==> src/mtat_pkg.sv <==
package mtat_pkg;

    // Fixed field widths of the register file and of the result item.
    localparam int HOME_W  = 14;
    localparam int MS_W    = 9;
    localparam int TOTAL_W = 29;
    localparam int TURNS_W = 14;
    localparam int STEP_W  = 30;
    localparam int QUAD_W  = 2;

    // Full steps per motor revolution and the width of full_steps * microsteps.
    localparam int FULL_STEPS = 200;
    localparam int K_W        = 17;

    // Configuration port.
    localparam int ADDR_W = 3;
    localparam int DATA_W = 32;

    localparam logic [MS_W-1:0] MS_RESET = 9'd16;

    // Register index, taken from the word address bit of paddr.
    localparam logic REG_HOME  = 1'b0;
    localparam logic REG_MICRO = 1'b1;

    typedef enum logic [1:0] {
        S_IDLE = 2'b01,
        S_BUSY = 2'b10
    } state_t;

endpackage

==> src/mtat_track.sv <==
module mtat_track #(
    parameter int ANGLE_BITS = 14,
    parameter int COUNT_BITS = 16
) (
    input  logic                               clk,
    input  logic                               rst_n,
    input  logic                               take,
    input  logic [ANGLE_BITS-1:0]              sample_angle,
    input  logic [mtat_pkg::HOME_W-1:0]        home_angle,
    output logic [COUNT_BITS+ANGLE_BITS-2:0]   total,
    output logic [COUNT_BITS-2:0]              turns,
    output logic [mtat_pkg::QUAD_W-1:0]        quadrant,
    output logic                               lost
);

    localparam logic [1:0] QSTEP_UP   = 2'd1;
    localparam logic [1:0] QSTEP_LOST = 2'd2;
    localparam logic [1:0] QSTEP_DOWN = 2'd3;

    logic [1:0]            last_q_reg;
    logic [COUNT_BITS-1:0] count_reg;
    logic [COUNT_BITS-1:0] count_next;
    logic [ANGLE_BITS-1:0] home_a;
    logic [ANGLE_BITS-1:0] d;
    logic [1:0]            quad;
    logic [1:0]            qstep;
    logic [COUNT_BITS:0]   cx;
    logic [COUNT_BITS-2:0] t;
    logic [COUNT_BITS-2:0] m;
    logic                  c_pos;
    logic                  c_below;

    always_comb
    begin
        home_a = ANGLE_BITS'(home_angle);
        d      = sample_angle - home_a;
        quad   = d[ANGLE_BITS-1 -: 2];
        qstep  = quad - last_q_reg;
        lost   = (qstep == QSTEP_LOST);

        case (qstep)
            QSTEP_UP:   count_next = count_reg + COUNT_BITS'(1);
            QSTEP_DOWN: count_next = count_reg - COUNT_BITS'(1);
            default:    count_next = count_reg;
        endcase

        quadrant = lost ? last_q_reg : quad;

        // Whole turns: c/4 for c >= 0, (c+1)/4 for c < 0, truncated; the
        // negative case equals floor((c+4)/4).
        cx = {count_next[COUNT_BITS-1], count_next}
           + (count_next[COUNT_BITS-1] ? (COUNT_BITS+1)'(4) : (COUNT_BITS+1)'(0));
        t  = cx[COUNT_BITS:2];

        c_pos   = !count_next[COUNT_BITS-1] && (|count_next);
        c_below = count_next[COUNT_BITS-1] && !(&count_next);

        // The total is m * 2^ANGLE_BITS + d, where m folds the sign of the
        // in-turn angle into the turn offset.
        if (c_pos)
        begin
            m = t;
        end
        else if (c_below)
        begin
            m = t - (COUNT_BITS-1)'(1);
        end
        else
        begin
            m = {(COUNT_BITS-1){d[ANGLE_BITS-1]}};
        end

        total = {m, d};
        turns = t;
    end

    always_ff @(posedge clk or negedge rst_n)
    begin
        if (!rst_n)
        begin
            last_q_reg <= '0;
            count_reg  <= '0;
        end
        else if (take)
        begin
            last_q_reg <= quadrant;
            count_reg  <= count_next;
        end
    end

endmodule

==> src/mtat_smul.sv <==
module mtat_smul #(
    parameter int ANGLE_BITS = 14,
    parameter int TOTAL_BITS = 29
) (
    input  logic                         clk,
    input  logic                         rst_n,
    input  logic                         start,
    input  logic                         ack,
    input  logic [TOTAL_BITS-1:0]        total,
    input  logic [mtat_pkg::MS_W-1:0]    microsteps,
    output logic                         done,
    output logic [mtat_pkg::STEP_W-1:0]  step
);

    localparam int KW  = mtat_pkg::K_W;
    localparam int SW  = mtat_pkg::STEP_W;
    localparam int CYC = ANGLE_BITS + SW;
    localparam int CW  = $clog2(CYC);

    logic [TOTAL_BITS-1:0] tot_sh_reg;
    logic [KW-1:0]         k_reg;
    logic [KW:0]           acc_reg;
    logic [CW-1:0]         cnt_reg;
    logic                  run_reg;
    logic                  done_reg;
    logic                  nz_reg;
    logic                  carry_reg;
    logic                  neg_reg;
    logic [SW-1:0]         step_sh_reg;

    logic [KW-1:0]         k_load;
    logic [KW+1:0]         k_ext;
    logic [KW+1:0]         addend;
    logic [KW+1:0]         sum;
    logic                  pbit;
    logic                  cin;
    logic                  last_bit;

    always_comb
    begin
        k_load   = KW'(microsteps) * KW'(mtat_pkg::FULL_STEPS);
        k_ext    = {2'b00, k_reg};
        last_bit = (cnt_reg == CW'(TOTAL_BITS-1));

        // Signed serial-parallel multiply: the top bit of the total weighs
        // negative, so K is subtracted there instead of added.
        if (!tot_sh_reg[0])
        begin
            addend = '0;
        end
        else if (last_bit)
        begin
            addend = ~k_ext + (KW+2)'(1);
        end
        else
        begin
            addend = k_ext;
        end

        sum  = {acc_reg[KW], acc_reg} + addend;
        pbit = sum[0];

        // Truncation toward zero: a negative product with a nonzero
        // remainder gets one added to its floor quotient, rippled serially.
        cin = (cnt_reg == CW'(ANGLE_BITS)) ? (neg_reg & nz_reg) : carry_reg;
    end

    always_ff @(posedge clk or negedge rst_n)
    begin
        if (!rst_n)
        begin
            run_reg  <= 1'b0;
            done_reg <= 1'b0;
        end
        else if (start)
        begin
            run_reg  <= 1'b1;
            done_reg <= 1'b0;
        end
        else if (run_reg && (cnt_reg == CW'(CYC-1)))
        begin
            run_reg  <= 1'b0;
            done_reg <= 1'b1;
        end
        else if (ack)
        begin
            done_reg <= 1'b0;
        end
    end

    always_ff @(posedge clk)
    begin
        if (start)
        begin
            tot_sh_reg <= total;
            k_reg      <= k_load;
            acc_reg    <= '0;
            cnt_reg    <= '0;
            nz_reg     <= 1'b0;
            neg_reg    <= total[TOTAL_BITS-1];
        end
        else if (run_reg)
        begin
            tot_sh_reg <= {1'b0, tot_sh_reg[TOTAL_BITS-1:1]};
            acc_reg    <= sum[KW+1:1];
            cnt_reg    <= cnt_reg + CW'(1);
            if (cnt_reg < CW'(ANGLE_BITS))
            begin
                nz_reg <= nz_reg | pbit;
            end
            else
            begin
                carry_reg   <= pbit & cin;
                step_sh_reg <= {pbit ^ cin, step_sh_reg[SW-1:1]};
            end
        end
    end

    assign done = done_reg;
    assign step = step_sh_reg;

endmodule

==> src/multi_turn_angle_tracker.sv <==
// Multi-turn angle tracker. Each sample_angle item is an absolute sensor
// reading; the block finds its quadrant relative to home_angle, counts
// quadrant crossings in a wrapping signed counter of COUNT_BITS bits, and
// returns one result item per sample: the signed multi-turn angle in sensor
// counts, the whole turns, the motor position in microsteps (angle times
// 200 times microsteps over 2^ANGLE_BITS, truncated toward zero), the
// current quadrant, and a status bit that is set when a jump of exactly two
// quadrants was seen and ignored. The step position comes out of a
// bit-serial multiplier that walks one bit of the product per clock; each
// item passes through the accept cycle, the multiplier and the load of
// the result register. A new sample is taken as soon as the previous
// result has moved to the output register, even if that result has not
// yet been taken downstream. Registers home_angle (byte address 0) and
// microsteps (byte address 4) are written and read over the APB port and
// should only be changed while no item is in flight.
module multi_turn_angle_tracker #(
    parameter int ANGLE_BITS = 14,
    parameter int COUNT_BITS = 16
) (
    input  logic                               clk,
    input  logic                               rst_n,

    input  logic                               psel,
    input  logic                               penable,
    input  logic                               pwrite,
    input  logic [mtat_pkg::ADDR_W-1:0]        paddr,
    input  logic [mtat_pkg::DATA_W-1:0]        pwdata,
    output logic [mtat_pkg::DATA_W-1:0]        prdata,
    output logic                               pready,

    input  logic                               sample_valid,
    output logic                               sample_stall,
    input  logic [ANGLE_BITS-1:0]              sample_angle,

    output logic                               result_valid,
    input  logic                               result_stall,
    output logic signed [mtat_pkg::TOTAL_W-1:0] total_angle,
    output logic signed [mtat_pkg::TURNS_W-1:0] turns,
    output logic signed [mtat_pkg::STEP_W-1:0]  step_position,
    output logic [mtat_pkg::QUAD_W-1:0]         current_quadrant,
    output logic                                status
);

    // Width of the full-precision total angle and of the turn count.
    localparam int TW     = COUNT_BITS - 1 + ANGLE_BITS;
    localparam int TURN_W = COUNT_BITS - 1;

    mtat_pkg::state_t state_reg;
    mtat_pkg::state_t state_next;

    logic [mtat_pkg::HOME_W-1:0] home_reg;
    logic [mtat_pkg::MS_W-1:0]   ms_reg;

    logic                        cfg_write;
    logic                        take;
    logic                        load_out;
    logic                        out_taken;

    logic [TW-1:0]               trk_total;
    logic [TURN_W-1:0]           trk_turns;
    logic [mtat_pkg::QUAD_W-1:0] trk_quad;
    logic                        trk_lost;

    logic                        mul_done;
    logic [mtat_pkg::STEP_W-1:0] mul_step;

    logic [63:0]                 total_ext;
    logic [31:0]                 turns_ext;

    // Side fields of the item in flight, held until its step position is done.
    logic [mtat_pkg::TOTAL_W-1:0] total_hold_reg;
    logic [mtat_pkg::TURNS_W-1:0] turns_hold_reg;
    logic [mtat_pkg::QUAD_W-1:0]  quad_hold_reg;
    logic                         status_hold_reg;

    // Output register.
    logic                         result_valid_reg;
    logic [mtat_pkg::TOTAL_W-1:0] total_angle_reg;
    logic [mtat_pkg::TURNS_W-1:0] turns_reg;
    logic [mtat_pkg::STEP_W-1:0]  step_position_reg;
    logic [mtat_pkg::QUAD_W-1:0]  current_quadrant_reg;
    logic                         status_reg;

    // ------------------------------------------------------------------
    // Configuration registers. Writes complete in the access phase; the
    // port never waits.
    // ------------------------------------------------------------------
    assign pready    = 1'b1;
    assign cfg_write = psel && penable && pwrite && pready;

    always_ff @(posedge clk or negedge rst_n)
    begin
        if (!rst_n)
        begin
            home_reg <= '0;
            ms_reg   <= mtat_pkg::MS_RESET;
        end
        else if (cfg_write)
        begin
            case (paddr[2])
                mtat_pkg::REG_HOME:  home_reg <= pwdata[mtat_pkg::HOME_W-1:0];
                mtat_pkg::REG_MICRO: ms_reg   <= pwdata[mtat_pkg::MS_W-1:0];
                default:             home_reg <= home_reg;
            endcase
        end
    end

    always_comb
    begin
        case (paddr[2])
            mtat_pkg::REG_HOME:  prdata = mtat_pkg::DATA_W'(home_reg);
            mtat_pkg::REG_MICRO: prdata = mtat_pkg::DATA_W'(ms_reg);
            default:             prdata = '0;
        endcase
    end

    // ------------------------------------------------------------------
    // Item control. A sample is taken only when no earlier item is in the
    // multiplier; the result moves to the output register as soon as that
    // register is empty or being emptied in the same cycle.
    // ------------------------------------------------------------------
    assign sample_stall = (state_reg != mtat_pkg::S_IDLE);
    assign take         = sample_valid && !sample_stall;
    assign out_taken    = result_valid_reg && !result_stall;
    assign load_out     = (state_reg == mtat_pkg::S_BUSY) && mul_done
                        && (!result_valid_reg || !result_stall);

    always_comb
    begin
        case (state_reg)
            mtat_pkg::S_IDLE: state_next = take ? mtat_pkg::S_BUSY : mtat_pkg::S_IDLE;
            mtat_pkg::S_BUSY: state_next = load_out ? mtat_pkg::S_IDLE : mtat_pkg::S_BUSY;
            default:          state_next = mtat_pkg::S_IDLE;
        endcase
    end

    always_ff @(posedge clk or negedge rst_n)
    begin
        if (!rst_n)
        begin
            state_reg <= mtat_pkg::S_IDLE;
        end
        else
        begin
            state_reg <= state_next;
        end
    end

    // Quadrant tracking, turn count and total angle, all settled within
    // the accept cycle.
    mtat_track #(
        .ANGLE_BITS (ANGLE_BITS),
        .COUNT_BITS (COUNT_BITS)
    ) u_track (
        .clk          (clk),
        .rst_n        (rst_n),
        .take         (take),
        .sample_angle (sample_angle),
        .home_angle   (home_reg),
        .total        (trk_total),
        .turns        (trk_turns),
        .quadrant     (trk_quad),
        .lost         (trk_lost)
    );

    // Bit-serial scaling of the total angle to microsteps.
    mtat_smul #(
        .ANGLE_BITS (ANGLE_BITS),
        .TOTAL_BITS (TW)
    ) u_smul (
        .clk        (clk),
        .rst_n      (rst_n),
        .start      (take),
        .ack        (load_out),
        .total      (trk_total),
        .microsteps (ms_reg),
        .done       (mul_done),
        .step       (mul_step)
    );

    // The reported fields are the full values wrapped to the field widths.
    assign total_ext = 64'(signed'(trk_total));
    assign turns_ext = 32'(signed'(trk_turns));

    always_ff @(posedge clk)
    begin
        if (take)
        begin
            total_hold_reg  <= total_ext[mtat_pkg::TOTAL_W-1:0];
            turns_hold_reg  <= turns_ext[mtat_pkg::TURNS_W-1:0];
            quad_hold_reg   <= trk_quad;
            status_hold_reg <= trk_lost;
        end
    end

    always_ff @(posedge clk or negedge rst_n)
    begin
        if (!rst_n)
        begin
            result_valid_reg <= 1'b0;
        end
        else if (load_out)
        begin
            result_valid_reg <= 1'b1;
        end
        else if (out_taken)
        begin
            result_valid_reg <= 1'b0;
        end
    end

    always_ff @(posedge clk)
    begin
        if (load_out)
        begin
            total_angle_reg      <= total_hold_reg;
            turns_reg            <= turns_hold_reg;
            step_position_reg    <= mul_step;
            current_quadrant_reg <= quad_hold_reg;
            status_reg           <= status_hold_reg;
        end
    end

    assign result_valid     = result_valid_reg;
    assign total_angle      = signed'(total_angle_reg);
    assign turns            = signed'(turns_reg);
    assign step_position    = signed'(step_position_reg);
    assign current_quadrant = current_quadrant_reg;
    assign status           = status_reg;

endmodule

==> config.mk <==
export PLATFORM = sky130hd
export DESIGN_NAME = multi_turn_angle_tracker
export DESIGN_NICKNAME = d
export VERILOG_FILES = /design/src/mtat_pkg.sv /design/src/mtat_track.sv /design/src/mtat_smul.sv /design/src/multi_turn_angle_tracker.sv
export SDC_FILE = /design/constraint.sdc
export NUM_CORES = 1
export LEC_CHECK = 0
export BUFFER_PORTS_ARGS = -buffer_cell sky130_fd_sc_hd__buf_2
export CORE_UTILIZATION = 55
export CTS_BUF_LIST = sky130_fd_sc_hd__clkbuf_8 sky130_fd_sc_hd__clkbuf_16
export DETAILED_ROUTE_END_ITERATION = 10
export PLACE_DENSITY = 0.74
export SYNTH_ARGS = -nofsm -noshare
export SYNTH_HDL_FRONTEND = slang
export SYNTH_SLANG_ARGS = --single-unit
==> constraint.sdc <==
create_clock -name clk -period 18.1 [get_ports clk]
set_input_delay 2.715 -clock clk [delete_from_list [all_inputs] [get_ports clk]]
set_output_delay 2.715 -clock clk [all_outputs]
set_load 0.005 [all_outputs]
==> flow_metrics.tcl <==
set metrics [dict create \
    status "completed" \
    synth_seq_area_share_pct 52.9 \
    vias 10100 \
    yosysTopAreaCell "edfxtp_1" \
    leakagePower_uw 0.00655 \
    postCtsHoldBufs 0 \
    drc 0 \
    top_usage_layer "met2" \
    setup_viol 0 \
    min-delay-start "turns_hold_reg[0]$_DFFE_PP_" \
    critPathMaxStageDelay_ns 0.70 \
    crit_required_ns 18.40 \
    syn_inst 1274 \
    r2r_start "home_reg[0]$_DFFE_PN0P_" \
    dr.first_iter.drc_count 827 \
    slew_headroom_pct 23.1 \
    gp_congestion 0.917 \
    cellPowerDensity_nw_per_um2 177 \
    worstSetupStartpointType "primary input" \
    rsz0062_at_grt "false" \
    start_util_pct 56.3 \
    slowest_stage "xor2_1" \
    maxCapViolations 0 \
    overflow 0 \
    core_um2 25300 \
    layout-drive-gt1-share_pct 18.1 \
    die_x_um 163 \
    cp-end-kind "flip-flop" \
    synthTopCellsByCount "edfxtp_1 (196), nand2_1 (126), nor2_1 (81)" \
    yosysWarnings 0 \
    tightestPinTransition_ns 1.15 \
    clk_latency_ns 0.56 \
    totalWireLength_mm 30.6 \
    die_area_um2 26600 \
    max_freq_ghz 0.102 \
    worst_hold_path.num_cells 0 \
    cts_root_buffer "clkbuf_16" \
    nets 1529 \
    antenna_left 0 \
    cp_num_buf_inv 3 \
    cts_setup_buffers 0 \
    synth.top_cell.area_share_pct 41.3 \
    rows 58 \
    firstDrtPassIters 5 \
    grt.total_usage_pct 23.4 \
    rr_worst_depth 25 \
    reg2reg_slack_ns 10.19 \
    reg2reg_to "u_smul.tot_sh_reg[14]$_DFFE_PP_" \
    hold_class "reg2reg" \
    met1_usage_pct 33.3 \
    drv_slew 0 \
    globalRouteMet3Util_pct 3.53 \
    min_to "turns[0]$_DFFE_PP_" \
    critPathArrivalTime_ns 10.12 \
    period_minus_slack_ns 9.83 \
    met2_usage_pct 37.2 \
    first_global_vias 9594 \
    h-tree-depth 1 \
    portBuffers 127 \
    synth_cell_types 98 \
    placed_area_um2 15100 \
    ioPinCount 167 \
    avgSynthCellArea_um2 11.2 \
    path_clk_slew_ns 0.07 \
    async_flop_share_pct 17.2 \
    synth-main-ff-cell "edfxtp_1" \
    hold_viol_final 0 \
    crit_family "simple AND/OR/NAND/NOR gates" \
    cts_tree "done" \
    critPathMostFrequentCell "a21oi_1" \
    viasPerCell 5.80 \
    wl_per_cell_um 17.5 \
    final_area_um2 16000 \
    dp.final_hpwl_mm 21.7 \
    tns_ns 0 \
    grt_pass1_wl_mm 49.3 \
    critPathKind "in2reg" \
    critPathMaxFanout 21 \
    die_y_um 163 \
    synth_edf_count 196 \
    grt_max_degree 67 \
    diodes 0 \
    syn_area_um2 14300 \
    area_growth_pct 12.1 \
    finalClockSkew_ns 0.0171 \
    finalCritPeriodShare_pct 54.3 \
    cts_max_path_buffers 3 \
    numCtsBuffers 29 \
    synth_area_leaders "edfxtp_1 (41%), dfrtp_1 (7.7%), ha_1 (6.2%), dfxtp_1 (3.5%), nand2_1 (3.3%)" \
    antenna_found_initial 0 \
    vdd_drop_max_mv 0.113 \
    ys_ff_latch 267 \
    cts_resized 0 \
    synth_most_common_cell "edfxtp_1" \
    clkSinkCount 267 \
]
## worst max path at each step
| stage | startpoint | endpoint | slack [ns] | depth (start not counted) |
|---|---|---|---|---|
| detailed placement | sample_angle[0] | u_smul.tot_sh_reg[14]$_DFFE_PP_ | 7.95 | 27 |
| global route | sample_angle[0] | u_smul.tot_sh_reg[14]$_DFFE_PP_ | 7.86 | 27 |
| CTS | sample_angle[0] | u_smul.tot_sh_reg[14]$_DFFE_PP_ | 8.43 | 27 |
| global placement | sample_angle[0] | u_smul.tot_sh_reg[14]$_DFFE_PP_ | 7.95 | 27 |
| floorplan | sample_angle[0] | u_smul.tot_sh_reg[26]$_DFFE_PP_ | 9.22 | 29 |
| finish | sample_angle[0] | u_smul.tot_sh_reg[14]$_DFFE_PP_ | 8.27 | 27 |
## through the flow
stage | hold WS [ns] | power (uW) | util (%) | instances | worst slack [ns]
2_1_floorplan | 0.400 | 1970 | - | 1291 | 9.22
3_3_place_gp | 0.401 | 2220 | 59.6 | 1695 | 7.95
3_5_place_dp | 0.405 | 2260 | 59.6 | 1695 | 7.95
4_1_cts | 0.410 | 2830 | 63.1 | 1747 | 8.43
5_1_grt | 0.422 | 3020 | 63.1 | 1747 | 7.86
6_report | 0.414 | 2820 | 63.1 | 1747 | 8.27
## layer usage
metal  share of wire (%)  wire (um)
met5                   0          0
met1                  46      14000
met4                 2.3        719
met2                  46      13900
met3                 6.4       1950
## cells by family after synthesis
group	synth area share, %
and+or+nand+nor	13.5
xor gates and xnor gates	4.49
muxes	4.17
AOI/OAI and AO/OA	13.2
buffers and inverters	4.67
other	0.0527
DFF	52.9
adders and majority gates	7.07
## report_power, final
part | total (uW) | switching (uW) | internal [uW]
clock network | 550 | 242 | 307
registers | 1010 | 118 | 893
logic | 1260 | 786 | 477
total | 2820 | 1150 | 1680
## layout make-up
| type | count | area [um2] |
|---|---|---|
| fill | 1985 | 9340 |
| sequential | 267 | 7540 |
| multi-input combinational | 879 | 6120 |
| clock buffer | 29 | 726 |
| timing repair buffer | 137 | 711 |
| tap | 330 | 413 |
| inverter | 82 | 313 |
| clock inverter | 23 | 161 |
## cells in the final DEF, fill, tap and decap left out, types with 43 or more instances in the layout
cell | netlist | final
inv_1 | 77 | 79
ha_1 | 71 | 71
dfrtp_1 | 44 | 44
a21oi_1 | 61 | 61
edfxtp_1 | 196 | 196
buf_2 | 5 | 127
nor2_1 | 81 | 80
o21ai_0 | 60 | 60
xnor2_1 | 43 | 43
nand2_1 | 126 | 126
Note: power is estimated with default switching activity, not from simulation.
